--- config.mk ---
export PLATFORM = sky130hd
export DESIGN_NAME = key_debounce_short_long_press_top
export DESIGN_NICKNAME = d
export VERILOG_FILES = /design/src/sv/kdb_pkg.sv /design/src/sv/key_debounce_short_long_press_top.sv /design/src/sv/kdb_cfg_regs.sv /design/src/sv/kdb_engine.sv
export SDC_FILE = /design/constraint.sdc
export NUM_CORES = 1
export LEC_CHECK = 0
export BUFFER_PORTS_ARGS = -buffer_cell sky130_fd_sc_hd__buf_4
export CAP_MARGIN = 40
export CORE_AREA = 2 2 96 98
export CTS_BUF_LIST = sky130_fd_sc_hd__clkbuf_8
export CTS_CLUSTER_DIAMETER = 80
export CTS_CLUSTER_SIZE = 16
export DETAILED_ROUTE_END_ITERATION = 16
export DIE_AREA = 0 0 98 100
export PLACE_DENSITY = 0.69
export SLEW_MARGIN = 20
export SYNTH_ARGS = -nofsm -noshare
export SYNTH_HDL_FRONTEND = slang
export SYNTH_SLANG_ARGS = --single-unit
--- constraint.sdc ---
create_clock -name clk -period 6.8 [get_ports clk]
set_input_delay 2.04 -clock clk [delete_from_list [all_inputs] [get_ports clk]]
set_output_delay 2.04 -clock clk [all_outputs]
set_load 0.05 [all_outputs]
--- src/sv/kdb_pkg.sv ---
// Package for the key debounce block with short/long press detection.
// Holds codes, widths and the structs passed between kdb_* modules.
// No dependencies.
package kdb_pkg;

  // Field and register widths
  localparam int unsigned DEB_W  = 8;
  localparam int unsigned HOLD_W = 16;
  localparam int unsigned CFG_W  = 16;

  // Configuration reset values
  localparam logic [DEB_W-1:0]  DEB_TICKS_RST  = DEB_W'(5);
  localparam logic [HOLD_W-1:0] LONG_TICKS_RST = HOLD_W'(100);

  // Configuration register indexes
  typedef enum logic {
    CFG_IDX_DEBOUNCE = 1'b0,
    CFG_IDX_LONG     = 1'b1
  } cfg_idx_t;

  // Item operation
  typedef enum logic {
    OP_TICK = 1'b0,
    OP_READ = 1'b1
  } op_t;

  // Latched key event
  typedef enum logic [1:0] {
    EVT_NONE  = 2'd0,
    EVT_SHORT = 2'd1,
    EVT_LONG  = 2'd2
  } evt_t;

  // Active configuration
  typedef struct packed {
    logic [DEB_W-1:0]  debounce_ticks;
    logic [HOLD_W-1:0] long_press_ticks;
  } kdb_cfg_t;

  // One input item as held in the input register
  typedef struct packed {
    op_t  operation;
    logic key_level;
  } kdb_item_t;

  // One result item
  typedef struct packed {
    evt_t event_code;
    logic key_pressed;
  } kdb_result_t;

endpackage

--- src/sv/key_debounce_short_long_press_top.sv ---
// Each item passes through the input register and then the result register.
// Throughput: one item per cycle while the result side does not stall; the state
// update is a single pass of short logic between the two registers.
// Reset (rst_n, synchronous, active low): key released, previous level high,
// counters and event cleared, debounce_ticks = 5, long_press_ticks = 100.
module key_debounce_short_long_press_top import kdb_pkg::*; (
  input  logic             clk,
  input  logic             rst_n,
  // input channel
  input  logic             in_valid,
  output logic             in_stall,
  input  logic             in_operation,
  input  logic             in_key_level,
  // result channel
  output logic             out_valid,
  input  logic             out_stall,
  output logic [1:0]       out_event_code,
  output logic             out_key_pressed,
  // configuration write channel
  input  logic             cfg_valid,
  output logic             cfg_ready,
  input  logic             cfg_index,
  input  logic [CFG_W-1:0] cfg_data
);

  logic        in_valid_r;
  kdb_item_t   item_r;
  logic        out_valid_r;
  kdb_result_t res_r;
  kdb_result_t res;
  kdb_cfg_t    cfg;
  logic        out_free;
  logic        fire;
  logic        in_xfer;

  // Handshake control
  assign out_free = !out_valid_r || !out_stall;
  assign fire     = in_valid_r && out_free;
  assign in_stall = in_valid_r && !out_free;
  assign in_xfer  = in_valid && !in_stall;
  assign cfg_ready = 1'b1;

  kdb_cfg_regs u_cfg (
    .clk      (clk),
    .rst_n    (rst_n),
    .wr_en    (cfg_valid && cfg_ready),
    .wr_index (cfg_idx_t'(cfg_index)),
    .wr_data  (cfg_data),
    .cfg      (cfg)
  );

  // Input register
  always_ff @(posedge clk) begin
    if (!rst_n) begin
      in_valid_r <= 1'b0;
    end else if (in_xfer) begin
      in_valid_r <= 1'b1;
    end else if (fire) begin
      in_valid_r <= 1'b0;
    end
  end

  always_ff @(posedge clk) begin
    if (in_xfer) begin
      item_r.operation <= op_t'(in_operation);
      item_r.key_level <= in_key_level;
    end
  end

  kdb_engine u_engine (
    .clk    (clk),
    .rst_n  (rst_n),
    .fire   (fire),
    .item   (item_r),
    .cfg    (cfg),
    .result (res)
  );

  // Result register
  always_ff @(posedge clk) begin
    if (!rst_n) begin
      out_valid_r <= 1'b0;
    end else if (fire) begin
      out_valid_r <= 1'b1;
    end else if (!out_stall) begin
      out_valid_r <= 1'b0;
    end
  end

  always_ff @(posedge clk) begin
    if (fire) res_r <= res;
  end

  assign out_valid       = out_valid_r;
  assign out_event_code  = res_r.event_code;
  assign out_key_pressed = res_r.key_pressed;

endmodule

--- src/sv/kdb_cfg_regs.sv ---
// Configuration register file for the key debounce block.
// Depends on kdb_pkg for widths, reset values and register indexes.
module kdb_cfg_regs import kdb_pkg::*; (
  input  logic             clk,
  input  logic             rst_n,
  input  logic             wr_en,
  input  cfg_idx_t         wr_index,
  input  logic [CFG_W-1:0] wr_data,
  output kdb_cfg_t         cfg
);

  logic [DEB_W-1:0]  debounce_ticks_r;
  logic [HOLD_W-1:0] long_press_ticks_r;

  // Register writes, truncated to each register's width
  always_ff @(posedge clk) begin
    if (!rst_n) begin
      debounce_ticks_r   <= DEB_TICKS_RST;
      long_press_ticks_r <= LONG_TICKS_RST;
    end else if (wr_en) begin
      unique case (wr_index)
        CFG_IDX_DEBOUNCE: debounce_ticks_r   <= wr_data[DEB_W-1:0];
        CFG_IDX_LONG:     long_press_ticks_r <= wr_data[HOLD_W-1:0];
        default: ;
      endcase
    end
  end

  assign cfg.debounce_ticks   = debounce_ticks_r;
  assign cfg.long_press_ticks = long_press_ticks_r;

endmodule

--- src/sv/kdb_engine.sv ---
// Debounce and press-detect state with its single-pass update logic.
// Depends on kdb_pkg; state advances only when fire is high.
module kdb_engine import kdb_pkg::*; (
  input  logic        clk,
  input  logic        rst_n,
  input  logic        fire,
  input  kdb_item_t   item,
  input  kdb_cfg_t    cfg,
  output kdb_result_t result
);

  logic              pressed_r,  pressed_nxt;
  logic              prev_lvl_r, prev_lvl_nxt;
  logic [DEB_W-1:0]  run_r,      run_nxt;
  logic [HOLD_W-1:0] hold_r,     hold_nxt;
  logic              long_rep_r, long_rep_nxt;
  evt_t              pend_r,     pend_nxt;
  evt_t              code;

  // Next-state logic for one tick or read
  always_comb begin
    pressed_nxt  = pressed_r;
    prev_lvl_nxt = prev_lvl_r;
    run_nxt      = run_r;
    hold_nxt     = hold_r;
    long_rep_nxt = long_rep_r;
    pend_nxt     = pend_r;
    code         = EVT_NONE;

    if (item.operation == OP_TICK) begin
      // run of equal samples, saturating at the debounce threshold
      if (item.key_level == prev_lvl_r) begin
        if (run_r < cfg.debounce_ticks) run_nxt = run_r + DEB_W'(1);
      end else begin
        prev_lvl_nxt = item.key_level;
        run_nxt      = DEB_W'(1);
      end

      // accept a stable level
      if (run_nxt >= cfg.debounce_ticks) begin
        if (!pressed_r && !item.key_level) begin
          pressed_nxt  = 1'b1;
          hold_nxt     = '0;
          long_rep_nxt = 1'b0;
        end else if (pressed_r && item.key_level) begin
          pressed_nxt = 1'b0;
          if (!long_rep_r) pend_nxt = EVT_SHORT;
          hold_nxt     = '0;
          long_rep_nxt = 1'b0;
        end
      end

      // hold count; the accepting tick counts as the first hold tick
      if (pressed_nxt) begin
        if (hold_nxt < cfg.long_press_ticks) hold_nxt = hold_nxt + HOLD_W'(1);
        if (hold_nxt >= cfg.long_press_ticks && !long_rep_nxt) begin
          long_rep_nxt = 1'b1;
          pend_nxt     = EVT_LONG;
        end
      end
    end else begin
      // read and clear
      code     = pend_r;
      pend_nxt = EVT_NONE;
    end
  end

  // State registers
  always_ff @(posedge clk) begin
    if (!rst_n) begin
      pressed_r  <= 1'b0;
      prev_lvl_r <= 1'b1;
      run_r      <= '0;
      hold_r     <= '0;
      long_rep_r <= 1'b0;
      pend_r     <= EVT_NONE;
    end else if (fire) begin
      pressed_r  <= pressed_nxt;
      prev_lvl_r <= prev_lvl_nxt;
      run_r      <= run_nxt;
      hold_r     <= hold_nxt;
      long_rep_r <= long_rep_nxt;
      pend_r     <= pend_nxt;
    end
  end

  assign result.event_code  = code;
  assign result.key_pressed = pressed_nxt;

endmodule

-- After elaboration in Yosys (flattened, before gate mapping)
Index checks and enable logic that the tools add are counted.
- flip-flop bits (word level): 60
- output and inout bits: 6
- $add $sub $neg: 2
- $lt $le $gt $ge: 4
- equal/unequal tests: 2
- mux-type cells: 33
- bitwise gates (word level): 3
- reductions and logical operators: 19
- operator list (kind ; count):
    16-bit 2-to-1 mux ; 8
    8-bit 2-to-1 mux ; 3
    16-bit by 1-bit adder with 16-bit output (second input constant) ; 1
    16-bit >= comparator ; 1
    16-bit less-than comparator ; 1
    1-bit 2-to-1 mux ; 15
    2-bit 2-to-1 mux ; 7
    8-bit by 1-bit adder with 8-bit output (second input constant) ; 1
    8-bit >= comparator ; 1
    8-bit less-than comparator ; 1
    1-bit zero test ; 7
    1-bit logical AND ; 6
    2-bit AND reduction ; 3
    1-bit inverter ; 3
    3-bit AND reduction ; 1
    2-bit by 1-bit inequality test with 1-bit output (second input constant) ; 1
    2-bit nonzero test ; 1
    1-bit equality test ; 1
    1-bit logical OR ; 1

-- Longest topological paths before layout
Gate-level depths: netlist (run 1).
- depth after elaboration: 16
- mapped depth: 35
- mapped depth without buffers: 31

-- By module
Synthesis (run 1) repeated with hierarchy kept, for this count alone.
- cells, all modules: 528
- area total of the unflattened synthesis: 4354.2 sq um
- by module, submodules not included (module ; instances ; cells each ; area each (sq um) ; sequential area each (sq um)):
    kdb_engine ; 1 ; 408 ; 3158.0 ; 580.6
    kdb_cfg_regs ; 1 ; 105 ; 950.9 ; 480.5
    key_debounce_short_long_press_top ; 1 ; 15 ; 245.2 ; 190.2

-- Worst setup path before layout (run 1)
OpenSTA, ideal clock, no wires.
- path kind: register to register
- start point: register u_engine.run_r[3]
- end point: register u_engine.pend_r[1]
- library setup time: 0.117 ns
- arrival time: 6.625 ns
- slack: 0.058 ns
- stages on the path, launching flop included: 28
- path buffers: 2
- cells stage by stage: dfxtp_1 ha_1 or4_1 a221oi_2 o2111ai_1 clkbuf_1 or3_1 a21oi_1 ha_1 a21oi_1 o21a_1 nor2_1 nor2_1 clkbuf_1 and2_1 ha_1 a21oi_1 nand2_1 a2111oi_0 o21ai_1 nor3_2 and2_1 mux2_2 ha_1 or4_1 a31oi_1 a21oi_1 a32o_1
- word-level cells in the longest chain between the ends: 16
- elaborated cells on any way between the ends: 24
- those cells by class: 2 x add/sub; 4 x order compare; 16 x mux; 2 x reduce/logical
- ends and longest elaborated chain (element ; RTL line ; RTL):
    from (decl) ; kdb_engine.sv:14 ; logic [DEB_W-1:0] run_r, run_nxt;
    from (signal assigned) ; kdb_engine.sv:80 ; run_r <= run_nxt;
    8-bit by 1-bit adder with 8-bit output or 8-bit less-than comparator (tied branches) ; kdb_engine.sv:33 ; if (run_r < cfg.debounce_ticks) run_nxt = run_r + DEB_W'(1);
    8-bit 2-to-1 mux (*) ; kdb_engine.sv:33 ;
    8-bit 2-to-1 mux (*) ; kdb_engine.sv:32 ; if (item.key_level == prev_lvl_r) begin
    8-bit 2-to-1 mux (*) ; kdb_engine.sv:30 ; if (item.operation == OP_TICK) begin
    8-bit >= comparator (*) ; kdb_engine.sv:40 ; if (run_nxt >= cfg.debounce_ticks) begin
    16-bit 2-to-1 mux ; kdb_engine.sv:40 ;
    16-bit 2-to-1 mux ; kdb_engine.sv:30 ;
    16-bit by 1-bit adder with 16-bit output or 16-bit less-than comparator (tied branches) ; kdb_engine.sv:55 ; if (hold_nxt < cfg.long_press_ticks) hold_nxt = hold_nxt + HOLD_W'(1);
    16-bit 2-to-1 mux ; kdb_engine.sv:55 ;
    16-bit 2-to-1 mux ; kdb_engine.sv:54 ; if (pressed_nxt) begin
    16-bit 2-to-1 mux ; kdb_engine.sv:30 ;
    16-bit >= comparator ; kdb_engine.sv:56 ; if (hold_nxt >= cfg.long_press_ticks && !long_rep_nxt) begin
    1-bit logical AND ; kdb_engine.sv:56 ;
    2-bit 2-to-1 mux ; kdb_engine.sv:56 ;
    2-bit 2-to-1 mux (*) ; kdb_engine.sv:54 ;
    2-bit 2-to-1 mux (*) ; kdb_engine.sv:30 ;
    to (signal assigned) ; kdb_engine.sv:83 ; pend_r <= pend_nxt;
    to (decl) ; kdb_engine.sv:17 ; evt_t pend_r, pend_nxt;
Every way passes the cells marked *; elsewhere a longest branch is shown, timed or not. The select of a mux whose other input is x is not followed.
A chain may end at the register's enable or synchronous reset.

-- Worst setup path in the final report (run 1)
- start point: register u_cfg.debounce_ticks_r[4]
- end point: register u_engine.pend_r[1]
- word-level cells in the longest chain between the ends: 16
- elaborated cells on any way between the ends: 23
- those cells by class: 1 x add/sub; 4 x order compare; 16 x mux; 2 x reduce/logical
- ends and longest elaborated chain (element ; RTL line ; RTL):
    from (decl) ; kdb_cfg_regs.sv:12 ; logic [DEB_W-1:0] debounce_ticks_r;
    from (signal assigned) ; kdb_cfg_regs.sv:22 ; CFG_IDX_DEBOUNCE: debounce_ticks_r <= wr_data[DEB_W-1:0];
    8-bit less-than comparator ; kdb_engine.sv:33 ;
    8-bit 2-to-1 mux ; kdb_engine.sv:33 ;
    8-bit 2-to-1 mux ; kdb_engine.sv:32 ;
    8-bit 2-to-1 mux ; kdb_engine.sv:30 ;
    8-bit >= comparator (*) ; kdb_engine.sv:40 ;
    16-bit 2-to-1 mux ; kdb_engine.sv:40 ;
    16-bit 2-to-1 mux ; kdb_engine.sv:30 ;
    16-bit by 1-bit adder with 16-bit output or 16-bit less-than comparator (tied branches) ; kdb_engine.sv:55 ;
    16-bit 2-to-1 mux ; kdb_engine.sv:55 ;
    16-bit 2-to-1 mux ; kdb_engine.sv:54 ;
    16-bit 2-to-1 mux ; kdb_engine.sv:30 ;
    16-bit >= comparator ; kdb_engine.sv:56 ;
    1-bit logical AND ; kdb_engine.sv:56 ;
    2-bit 2-to-1 mux ; kdb_engine.sv:56 ;
    2-bit 2-to-1 mux (*) ; kdb_engine.sv:54 ;
    2-bit 2-to-1 mux (*) ; kdb_engine.sv:30 ;
Marked as above.

==> results of run 1 <==
## area by class of cell
type                            count  area (sq um)
Sequential cell                    60          1250
Clock inverter                      6          87.6
Clock buffer                       10           138
Timing Repair Buffer               83           654
Multi-Input combinational cell    419          3160
Tap cell                          111           139
Fill cell                         772          3320
Inverter                           36           135
## metrics by stage
step | utilization, % | hold slack, ns | area [sq um]
floorplan | - | 0.412 | 4280
global placement | 54.6 | 0.425 | 4850
detailed placement | 54.9 | 0.431 | 4880
CTS | 58.2 | 0.443 | 5170
global route | 62.7 | 0.475 | 5570
finish | 62.7 | 0.440 | 5570
## power groups by stage
stage / Combinational, W / Clock [W] / Sequential, W
4_1_cts: 0.000133 / 0.000385 / 0.000375
3_3_place_gp: 0.000121 / 0 / 0.000382
3_5_place_dp: 0.000127 / 0 / 0.000383
5_1_grt: 0.000173 / 0.000398 / 0.000376
6_report: 0.000159 / 0.000376 / 0.000375
2_1_floorplan: 0.0000783 / 0 / 0.000384
## flip-flops by register name (all words and copies together), names as in the netlist
| signal | cells |
|---|---|
| in_valid_r | 1 |
| u_engine.long_rep_r | 1 |
| u_cfg.debounce_ticks_r | 8 |
| out_event_code | 2 |
| u_engine.hold_r | 16 |
| item_r | 2 |
| out_valid | 1 |
| u_cfg.long_press_ticks_r | 16 |
| out_key_pressed | 1 |
| u_engine.run_r | 8 |
| u_engine.pressed_r | 1 |
| u_engine.prev_lvl_r | 1 |
| u_engine.pend_r | 2 |
## worst min path at each step
stage | cells past startpoint | endpoint | startpoint
CTS | 1 | u_engine.hold_r[15] | u_engine.hold_r[15]
global route | 2 | u_cfg.long_press_ticks_r[8] | u_cfg.long_press_ticks_r[8]
floorplan | 1 | u_engine.hold_r[15] | u_engine.hold_r[15]
finish | 1 | u_engine.hold_r[15] | u_engine.hold_r[15]
global placement | 1 | u_engine.hold_r[15] | u_engine.hold_r[15]
detailed placement | 1 | u_engine.hold_r[15] | u_engine.hold_r[15]
## cell families (layout without fill, tap and decap cells)
family / after synthesis / in the layout / synth area share (%)
muxes: 3 / 3 / 0.760
and+or+nand+nor: 214 / 214 / 25.2
other: 1 / 1 / 0.0876
xor gates and xnor gates: 20 / 20 / 4.09
DFF: 60 / 60 / 29.2
adders and majority gates: 48 / 48 / 14.0
buffers and inverters: 57 / 135 / 5.38
AOI/OAI and AO/OA: 133 / 133 / 21.2
## metal layers
layer  vias up  part of all wire [%]  GRT usage, %
met5         -                     0             0
met4         0                   4.6          13.6
li1       2083                     -             -
met1      2023                    40          27.8
met2       135                    50          45.2
met3        50                   4.8          4.74
## cell usage in the layout (no fill, tap or decap), drive strengths merged, types with 4 or more instances in the layout
| master | instances |
|---|---|
| or2 | 4 |
| xor2 | 8 |
| a21oi | 43 |
| a21o | 8 |
| nand2b | 9 |
| o2111ai | 4 |
| o21ai | 26 |
| nor3 | 8 |
| buf | 83 |
| or3 | 5 |
| nor4 | 9 |
| nand2 | 80 |
| dfxtp | 55 |
| clkbuf | 10 |
| nand3 | 14 |
| o211ai | 14 |
| or4 | 6 |
| nor2 | 38 |
| inv | 36 |
| xnor2 | 12 |
| a31oi | 5 |
| nand4 | 12 |
| and2 | 14 |
| and3 | 4 |
| clkinv | 4 |
| edfxtp | 5 |
| ha | 48 |
## critical path, delay by kind of cell, from the launching register on
kind | cells | cell delay [ns]
buffers and inverters | 4 | 0.60
AO/OA/AOI/OAI | 15 | 2.68
adder cells (fa/ha/maj) | 4 | 1.11
AND/OR/NAND/NOR | 9 | 1.53
flip-flops | 1 | 0.34
XOR/XNOR | 1 | 0.14
## what timing repair did
action / in CTS / in global routing
pin swaps: 2 / 29
setup buffers: 2 / 11
setup endpoints to repair: 3 / 3
gates resized for setup: 12 / 77
==> results by group, run 1 <==
Yosys
  – Yosys reg bits: 60
  – Sequential-to-total area share from yosys stat: roughly 29%
  – Post-Syn Area: between 4000 and 5000 sq um
  – Syn_nets: ~610
  – Area share of the largest cell type after synthesis: between 20 and 30%
  – Synth area leaders: dfxtp_1, ha_1, nand2_1
  – Top-count cell post-synth: nand2_1
  – Number of flops mapped to enable cells by yosys: 5
  – Syn Area/Cell: around 8 sq um
  – Most used DFF post-synth: dfxtp_1
  – Ys async rst share: 0%
  – Gate Count Post-Synth: 536
  – Distinct cell type count after synthesis: roughly 70
  – Synth area leader: dfxtp_1
  – Number of synthesis warnings: 0
  – Top cells by count, synth: nand2_1, dfxtp_1, ha_1

Die
  – Die X: 98 um
  – Core area: ~9000 sq um
  – IO Count: 30
  – Core Rows: 35
  – Initial core utilization: ~48%
  – Die Y: roughly 100 um
  – Die area: 9800 sq um

Critical path
  – Startpoint Class: flop
  – Worst setup path endpoint: u_engine.pend_r[1]
  – Reg2reg path depth: 33
  – R2r endpoint: u_engine.pend_r[1]
  – Crit Path Class: flop to flop
  – Critical Path AT: about 6.8 ns
  – Crit path required time: 7.04 ns
  – Worst R2R Start: u_cfg.debounce_ticks_r[4]
  – Worst Path Max Fanout: 8
  – CP max stage cell: a2111oi_4
  – CP dominant cell by count: ha_1
  – Slowest stage delay, CP: 0.44 ns
  – R2R Setup Slk: 0.29 ns
  – CP Capture Type: flop
  – Worst setup path start: u_cfg.debounce_ticks_r[4]

Power
  – Psw: 0.000258 W
  – Comb power frac: roughly 17%
  – Seq pwr share: about 41%
  – Pwr dens: about 160 nW/um^2
  – Internal power: between 0.0006 and 0.0007 W
  – Switching share of total power: between 20% and 30%
  – Pwr Total: 0.000910 W
  – Max VDD drop: between 0.00009 and 0.0001 V
  – Clk pwr share: 41.4%
  – P_leak: 2.30 nW

Clocking
  – CTS HTree Levels: 3
  – CTS buffer count: 9
  – Skew-Pair Late Insertion Delay: around 0.36 ns
  – CTS tree: yes
  – Total clock sinks: 60
  – CTS Hold Bufs: 0
  – Root buf cell: clkbuf_8
  – Clock tree buffer depth: 2
  – Clock transition at path regs: 0.07 ns

Timing
  – Setup TNS Final: 0 ns
  – Final Slew Violations: 0
  – Slew Limit Headroom: about half
  – Clock skew: 0.0149 ns
  – Actual slew at the worst max-slew pin: around 0.74 ns
  – Final setup vio count: 0
  – Setup ws final: between 0.2 and 0.3 ns
  – Final Hold Fails: 0
  – Final Cycle Share: between 90 and 100%
  – Fmax: 154 MHz
  – Fin crit period: approximately 6.5 ns

Place
  – Dpl hpwl: ~9000 um
  – Port-buffer cells: 28
  – Post-Place Cells: 697
  – Pre-CTS WS: -0.434 ns
  – Routability congestion estimate from global placement: 0.994

Route
  – Vias: approximately 4300
  – DRC viols: 0
  – Initial DRC count: between 200 and 300
  – Vias per cell: 5.92
  – Routed WL: 12400 um
  – Antenna viol nets, final: 0
  – Routed length per instance: ~17 um
  – Iteration count of the initial detailed-routing pass: 5

Cells and area
  – Final cell count without fillers: roughly 730
  – Inserted Diodes: 0
  – Area delta synth->final: 30.2%
  – Fin nets: slightly below 700
  – Ratio of cells with drive above 1 in the final layout: around 28%

Global routing
  – Antenna violations before repair: 0
  – First-pass GRT wire length: around 20000 um
  – Largest net degree at the start of global routing: 24
  – Total grt overflow: 0
  – Vias in the first global route: around 4200
  – All-layer global routing usage: 25.0%

Run status
  – Status: complete, no violations

Worst hold path
  – Worst min path class: flop to flop

Run
  – Max-cap viol count: 0
Power figures use the tool's default switching activity.
==> run 2, diff against run 1 <==
PLACE_DENSITY = 0.67   (was 0.69)
SETUP_SLACK_MARGIN = 0.5   (was not set)
clock period = 6.73 ns   (was 6.8 ns; I/O delays follow)
==> results by group, run 2 (same netlist as run 1, synthesis figures left out) <==
Run
  – Max-cap viol count: 0

Cells and area
  – Finished Cell Area: about 5800 sq um
  – Fin nets: approximately 690
  – Inserted Diodes: 0
  – Regs by FF count: u_cfg.long_press_ticks_r: 16 flops, u_engine.hold_r: 16 flops
  – Area delta synth->final: 35.2%
  – Ratio of cells with drive above 1 in the final layout: approximately a third
  – Most frequent cells in the layout: nand2_1, buf_4, dfxtp_1, a21oi_1, ha_1
  – Most common cell after layout, fill and taps aside: nand2_1

Global routing
  – All-layer global routing usage: 26.3%
  – Total grt overflow: 0
  – Vias in the first global route: 4232
  – Antenna violations before repair: 0
  – First-pass GRT wire length: 20700 um
  – Largest net degree at the start of global routing: 24

Die
  – IO Count: 30
  – Die Y: roughly 100 um
  – Core Rows: 35
  – Initial core utilization: 48.2%
  – Die X: between 90 and 100 um
  – Die area: just under 10000 sq um
  – Core area: just under 9000 sq um

Power
  – Clk pwr share: about two fifths
  – Pwr Total: between 0.0009 and 0.001 W
  – Pwr dens: roughly 160 nW/um^2
  – Psw: around 0.00028 W
  – P_leak: around 2.3 nW
  – Max VDD drop: around 0.000094 V
  – Seq pwr share: roughly two fifths
  – Comb power frac: 19.3%
  – Switching share of total power: around 30%
  – Internal power: roughly 0.00063 W

Timing
  – Final setup vio count: 0
  – Final Hold Fails: 0
  – RSZ-0062 raised after global routing: yes
  – Slew Limit Headroom: about 47%
  – Actual slew at the worst max-slew pin: approximately 0.8 ns
  – Clock skew: 0.0144 ns
  – Final Cycle Share: 97.2%
  – Fmax: 153 MHz
  – Fin crit period: ~6.5 ns
  – Final Slew Violations: 0

Clocking
  – Skew-Pair Late Insertion Delay: 0.36 ns
  – Clock tree buffer depth: 2
  – Clock transition at path regs: around 0.080 ns
  – CTS HTree Levels: 3
  – CTS Hold Bufs: 0
  – CTS tree: yes
  – Total clock sinks: 60
  – CTS buffer count: 9
  – Root buf cell: clkbuf_8

Route
  – Routed WL: about 13000 um
  – Routed length per instance: about 18 um
  – Iteration count of the initial detailed-routing pass: 6
  – Met1 wire length: around 5100 um
  – Met2 wire len: roughly 6500 um
  – Routed wl met3: 866 um
  – Vias: 4345
  – Initial DRC count: 305
  – Top layer in use: met4
  – Antenna viol nets, final: 0
  – DRC viols: 0
  – Vias per cell: 5.96

Critical path
  – Slowest stage delay, CP: 0.54 ns
  – Worst setup path start: u_engine.run_r[6]
  – Worst R2R Start: u_engine.run_r[6]
  – Critical Path AT: about 6.8 ns
  – CP max stage cell: or4_4
  – Crit Path Class: flop to flop
  – Crit path required time: about 7.0 ns
  – Reg2reg path depth: 29
  – Startpoint Class: flop
  – CP dominant cell by count: buf_6
  – Worst Path Max Fanout: 6
  – CP Capture Type: flop

Place
  – Routability congestion estimate from global placement: around 0.95
  – Port-buffer cells: 28
  – Dpl cell area: 4830 sq um
  – Dpl hpwl: 8920 um

Run status
  – Status: complete, no violations

Worst hold path
  – WHS Path Cells: 1
  – Worst Min Path Start: u_engine.hold_r[15]
  – Worst min path class: flop to flop
## run 2: area by class of cell
| class | instances | area, sq um |
|---|---|---|
| clock buffers | 10 | 138 |
| clock inverters | 6 | 70.1 |
| fillers | 719 | 3100 |
| inverters | 36 | 135 |
| multi-input cells | 420 | 3340 |
| flip-flops and latches | 60 | 1270 |
| well taps | 111 | 139 |
| repair buffers | 86 | 699 |
## run 2: critical path, delay by kind of cell (launching register included)
family,cells,cell delay (ns)
buffers and inverters,6,0.93
XOR/XNOR,1,0.11
AND/OR/NAND/NOR,10,2.53
flip-flops,1,0.37
adder cells (fa/ha/maj),4,0.87
AO/OA/AOI/OAI,8,1.59
## run 2: path summary, 6_finish.rpt
path | to | slack, ns
hold reg to reg | u_engine.hold_r[15] | 0.45
hold / removal | u_engine.hold_r[15] | 0.45
setup / recovery | u_engine.pend_r[1] | 0.19
setup reg to reg | u_engine.pend_r[1] | 0.19
## run 2: timing repair
item	CTS	global route
setup buffers	23	16
endpoints found under the setup margin	3	3
gates cloned	1	0
gates resized for setup	54	47
pin swaps	34	41
## run 2: power groups by stage
stage               Sequential [W]  Clock [W]  Combinational [W]
global placement          0.000386          0           0.000128
finish                    0.000379   0.000353           0.000175
global route              0.000380   0.000372           0.000190
floorplan                 0.000388          0          0.0000912
detailed placement        0.000387          0           0.000133
CTS                       0.000379   0.000356           0.000156
## run 2: metal layers
metal,vias to the layer above,track usage [%]
met5,-,0
met4,0,10.4
met3,49,6.48
met2,170,46.8
met1,2026,30.4
li1,2100,-
## run 2: metrics by stage
step | setup slack, ns | std cells | hold slack, ns | TNS (ns) | utilization [%]
after CTS | 0.230 | 713 | 0.442 | 0 | 61.1
after global routing | -0.0537 | 729 | 0.469 | -0.0958 | 65.1
after detailed placement | -0.168 | 673 | 0.429 | -0.348 | 54.3
final | 0.191 | 729 | 0.445 | 0 | 65.1
after floorplan | 0.501 | 536 | 0.412 | 0 | -
after global placement | 0.0347 | 672 | 0.437 | 0 | 54.0
